===== src/rtl/tlcu_div.sv =====
// Pipelined restoring divider, one quotient bit per stage, with sideband.
module tlcu_div #(
  parameter int DW = 34,
  parameter int VW = 18,
  parameter int QB = 20,
  parameter int SW = 1
) (
  input  logic          clk_i,
  input  logic          rst_ni,
  input  logic          in_valid_i,
  input  logic [DW-1:0] dividend_i,
  input  logic [VW-1:0] divisor_i,
  input  logic [SW-1:0] side_i,
  output logic          out_valid_o,
  output logic [QB-1:0] quot_o,
  output logic          ovf_o,
  output logic [SW-1:0] side_o
);
  localparam int RW = (DW > VW + QB) ? DW : VW + QB;

  logic [QB:0]   vld_q;
  logic [RW-1:0] rem_q  [QB];
  logic [VW-1:0] dvs_q  [QB];
  logic [QB-1:0] quo_q  [QB+1];
  logic          ovf_q  [QB+1];
  logic [SW-1:0] side_q [QB+1];

  logic [RW-1:0] sub_w [QB];
  logic          ge_w  [QB];
  logic [QB-1:0] quo_w [QB];

  always_comb begin
    for (int k = 0; k < QB; k++) begin
      sub_w[k] = RW'(dvs_q[k]) << (QB - 1 - k);
      ge_w[k]  = rem_q[k] >= sub_w[k];
      quo_w[k] = quo_q[k];
      quo_w[k][QB-1-k] = ge_w[k];
    end
  end

  always_ff @(posedge clk_i or negedge rst_ni) begin
    if (!rst_ni) begin
      vld_q <= '0;
    end else begin
      vld_q <= {vld_q[QB-1:0], in_valid_i};
    end
  end

  always_ff @(posedge clk_i) begin
    rem_q[0]  <= RW'(dividend_i);
    dvs_q[0]  <= divisor_i;
    quo_q[0]  <= '0;
    ovf_q[0]  <= (RW'(dividend_i) >> QB) >= RW'(divisor_i);
    side_q[0] <= side_i;
    for (int k = 0; k < QB - 1; k++) begin
      rem_q[k+1] <= ge_w[k] ? rem_q[k] - sub_w[k] : rem_q[k];
      dvs_q[k+1] <= dvs_q[k];
    end
    for (int k = 0; k < QB; k++) begin
      quo_q[k+1]  <= quo_w[k];
      ovf_q[k+1]  <= ovf_q[k];
      side_q[k+1] <= side_q[k];
    end
  end

  assign out_valid_o = vld_q[QB];
  assign quot_o      = quo_q[QB];
  assign ovf_o       = ovf_q[QB];
  assign side_o      = side_q[QB];

endmodule


===== config.mk =====
export PLATFORM = sky130hd
export DESIGN_NAME = tlcu_div
export DESIGN_NICKNAME = d
export VERILOG_FILES = /design/src/rtl/tlcu_div.sv
export SDC_FILE = /design/constraint.sdc
export NUM_CORES = 2
export LEC_CHECK = 0
export BUFFER_PORTS_ARGS = -buffer_cell sky130_fd_sc_hd__buf_2
export CAP_MARGIN = 20
export CORE_MARGIN = 4
export CORE_UTILIZATION = 40
export DETAILED_ROUTE_END_ITERATION = 8
export GPL_TIMING_DRIVEN = 1
export HOLD_SLACK_MARGIN = 0.12
export SLEW_MARGIN = 20
export SYNTH_ARGS = -nofsm -noshare
export SYNTH_HDL_FRONTEND = slang
export SYNTH_SLANG_ARGS = --single-unit

===== constraint.sdc =====
create_clock -name clk_i -period 6.5 [get_ports clk_i]
set_input_delay 1.3 -clock clk_i [delete_from_list [all_inputs] [get_ports clk_i]]
set_output_delay 1.3 -clock clk_i [all_outputs]
set_load 0.02 [all_outputs]

==> reports/metrics.yaml <==
worstSetupPathType: "register to register"
cts_root_buf: "clkbuf_16"
first_global_vias: 37145
cp.arrival_ps: 4480
synth.net_count: 5840
synth.area.top_cells: "dfxtp_1, ha_1, xnor2_1"
rsz0062_at_grt: "no"
maxSlewViolCount: 0
yosysSeqAreaShare_pct: 51.6
cpPeakStageDelay_ps: 850
vdd.ir_drop.worst_uv: 279
max_cap_violations: 0
firstDrtPassIters: 5
cts_max_level: 4
syn_inst: 5394
fin_crit_sh_pct: 58.8
cpMaxStageDelayCell: "a21o_1"
drt_iter0_drc: 1972
hold_class: "register to register"
r2r_slack_ps: 2680
final_nets: 5990
worstPathCellList: "inv_1 > ha_1 > nand3_1 > or3_1 > nor3_1 > nor3_1 > o21ai_0 > a21o_1 > o221ai_1 > nor4_1 > xor2_1"
grt_usage_pct: 16.3
hp-start: "quo_q[1][55]$_DFF_P_"
cts_resized: 0
wl_per_cell_um: 15.6
multi_input_area_sq_um: 24000
synth_edf_count: 0
setup_viol: 0
skew_ps: 35.7
synth_area_per_cell_sq_um: 10.0
cts_made_buffers: 146
die_h_um: 376
cts_setup_buffers: 0
wl_mm: 116
crit_top_cell: "nor3_1"
place.gp.congestion: 0.915
min_period_ps: 3820
dieWidth_um: 376
antenna_found_initial: 1
yosys.area.top_type: "dfxtp_1"
reg2regPathDepth: 11
worst_pin_slew_ps: 1160
synth.top_cell.area_share_pct: 50.6
io_pins: 79
die_area_sq_um: 141000
grt_pass1_wl_mm: 187
cts_tree: "done"
clk_latency_ps: 770
hold_buffers: 0
dp_hpwl_mm: 89.6
fin_area_sq_um: 61700
rows: 134
syn_area_sq_um: 54100
seq_area_sq_um: 27900
core_sq_um: 134000
start_util_pct: 40.4
holdPathEnd: "quo_q[1][75]$_DFF_P_"
vias_per_cell: 4.99
status: "finished, final reports clean"
grt_max_degree: 41
dp_cells: 7164
syn_to_final_growth_pct: 14.1
drc: 0
holdWs_ps: 318
cp-end-kind: "register"
hold_path_depth: 0
fmax_mhz: 262
slew_headroom_pct: 21.3
ys.flop_type: "dfxtp_1"
leakagePower_nw: 27.0
ys_seq_elements: 1389
power.density_nw_per_um2: 507
setup.worst_path.start_class: "register"
antennaDiodeCount: 0
ant_nets: 0
postSynth.asyncResetShare_pct: 1.51
tns_ps: 0
yosysWarnings: 0
finalNonFillerCells: 7434
drive_gt1_share_pct: 8.49
r2r_end: "rem_q[1][147]$_DFF_P_"
clock-sinks: 1389
crit_path_max_fanout: 31
nFillCells: 12395
overflow: 0
placed_area_sq_um: 56500
vias: 37065
required_ps: 7160
ys_types: 88
finalHoldViolCount: 0
rr_startpoint: "dvs_q[1][52]$_DFF_P_"
cts.path.max_buffers: 3
portBuffers: 78
clkTransAtPathRegs_ps: 60
## layout make-up
class,instances,share of cell area (%)
clock buffers,201,6.66
inverters,480,2.92
flip-flops and latches,1389,45.2
multi-input cells,3428,38.9
clock inverters,69,1.86
well taps,1768,3.58
repair buffers,99,0.888
## metrics by stage
step	utilization, %	setup slack (ps)	power (mW)
after global routing	46.1	2350	33.5
after detailed placement	42.1	2750	22.6
final	46.1	2680	31.3
after global placement	42.1	2770	22.5
after CTS	46.1	2710	31.6
after floorplan	-	3340	20.0
## layer usage
metal	vias to the layer above	part of all wire [%]	GRT usage (%)	wire (um)
li1	18922	-	-	-
met1	17070	40	17.6	46700
met2	761	50	30.1	58400
met3	312	4.0	2.88	4590
met4	0	5.2	8.72	6000
met5	-	0	0	0
## cell usage after synthesis (all sizes together) (29+ instances only)
cell	n
or3	57
a21oi	335
a21o	120
ha	371
a211oi	34
nand4	52
nand3	90
mux2	81
nor4	93
nor3	117
nand2b	56
nand2	330
o21a	74
a31oi	29
xor2	199
clkbuf	58
nor2b	53
o31ai	35
o21bai	32
dfxtp	1368
xnor2	226
buf	39
o21ai	296
nor2	362
and3	33
inv	480
## logic make-up after synthesis
group,after synthesis,share of synthesized area (%)
flops,1389,51.6
xor+xnor,425,6.88
mux,89,1.88
fa+ha+maj,390,9.28
compound gates,1113,12.9
buf+inv,577,4.21
simple gates,1411,13.3
## power breakdown
group	internal, mW	switching, mW	leakage [nW]
sequential	10.6	1.40	11.7
clock	5.31	3.47	2.54
combinational	4.76	5.72	12.7
total	20.7	10.6	27.0
## sequential cells by signal, indices dropped and copies added, names as in the netlist
| register | flops |
|---|---|
| side_q | 21 |
| quo_q | 210 |
| ovf_q | 21 |
| rem_q | 756 |
| dvs_q | 360 |
| vld_q | 21 |
## worst max-delay path: cells and delay by family (launching register included)
kind | cells | cell delay (ps)
flip-flops | 1 | 330
adder cells (fa/ha/maj) | 1 | 370
buffers and inverters | 1 | 40
XOR/XNOR | 1 | 180
AND/OR/NAND/NOR | 5 | 1370
AO/OA/AOI/OAI | 3 | 1430
## placed cells by master, fill, tap and decap left out, types with 90 or more instances in the layout
cell,n
nand2_1,330
a21o_1,120
clkbuf_16,147
a21oi_1,329
xor2_1,199
o21ai_0,292
nor3_1,110
ha_1,371
nor2_1,362
xnor2_1,226
dfxtp_1,1368
nand3_1,90
inv_1,480
## worst max path at each step
stage	slack, ps	start	end
after floorplan	3340	rem_q[1][52]$_DFF_P_	rem_q[1][100]$_DFF_P_
after global placement	2770	dvs_q[1][52]$_DFF_P_	rem_q[1][147]$_DFF_P_
after detailed placement	2750	dvs_q[1][37]$_DFF_P_	rem_q[1][147]$_DFF_P_
after CTS	2710	dvs_q[1][37]$_DFF_P_	rem_q[1][147]$_DFF_P_
after global routing	2350	dvs_q[1][37]$_DFF_P_	rem_q[1][147]$_DFF_P_
final	2680	dvs_q[1][52]$_DFF_P_	rem_q[1][147]$_DFF_P_
Power figures use the tool's default switching activity.
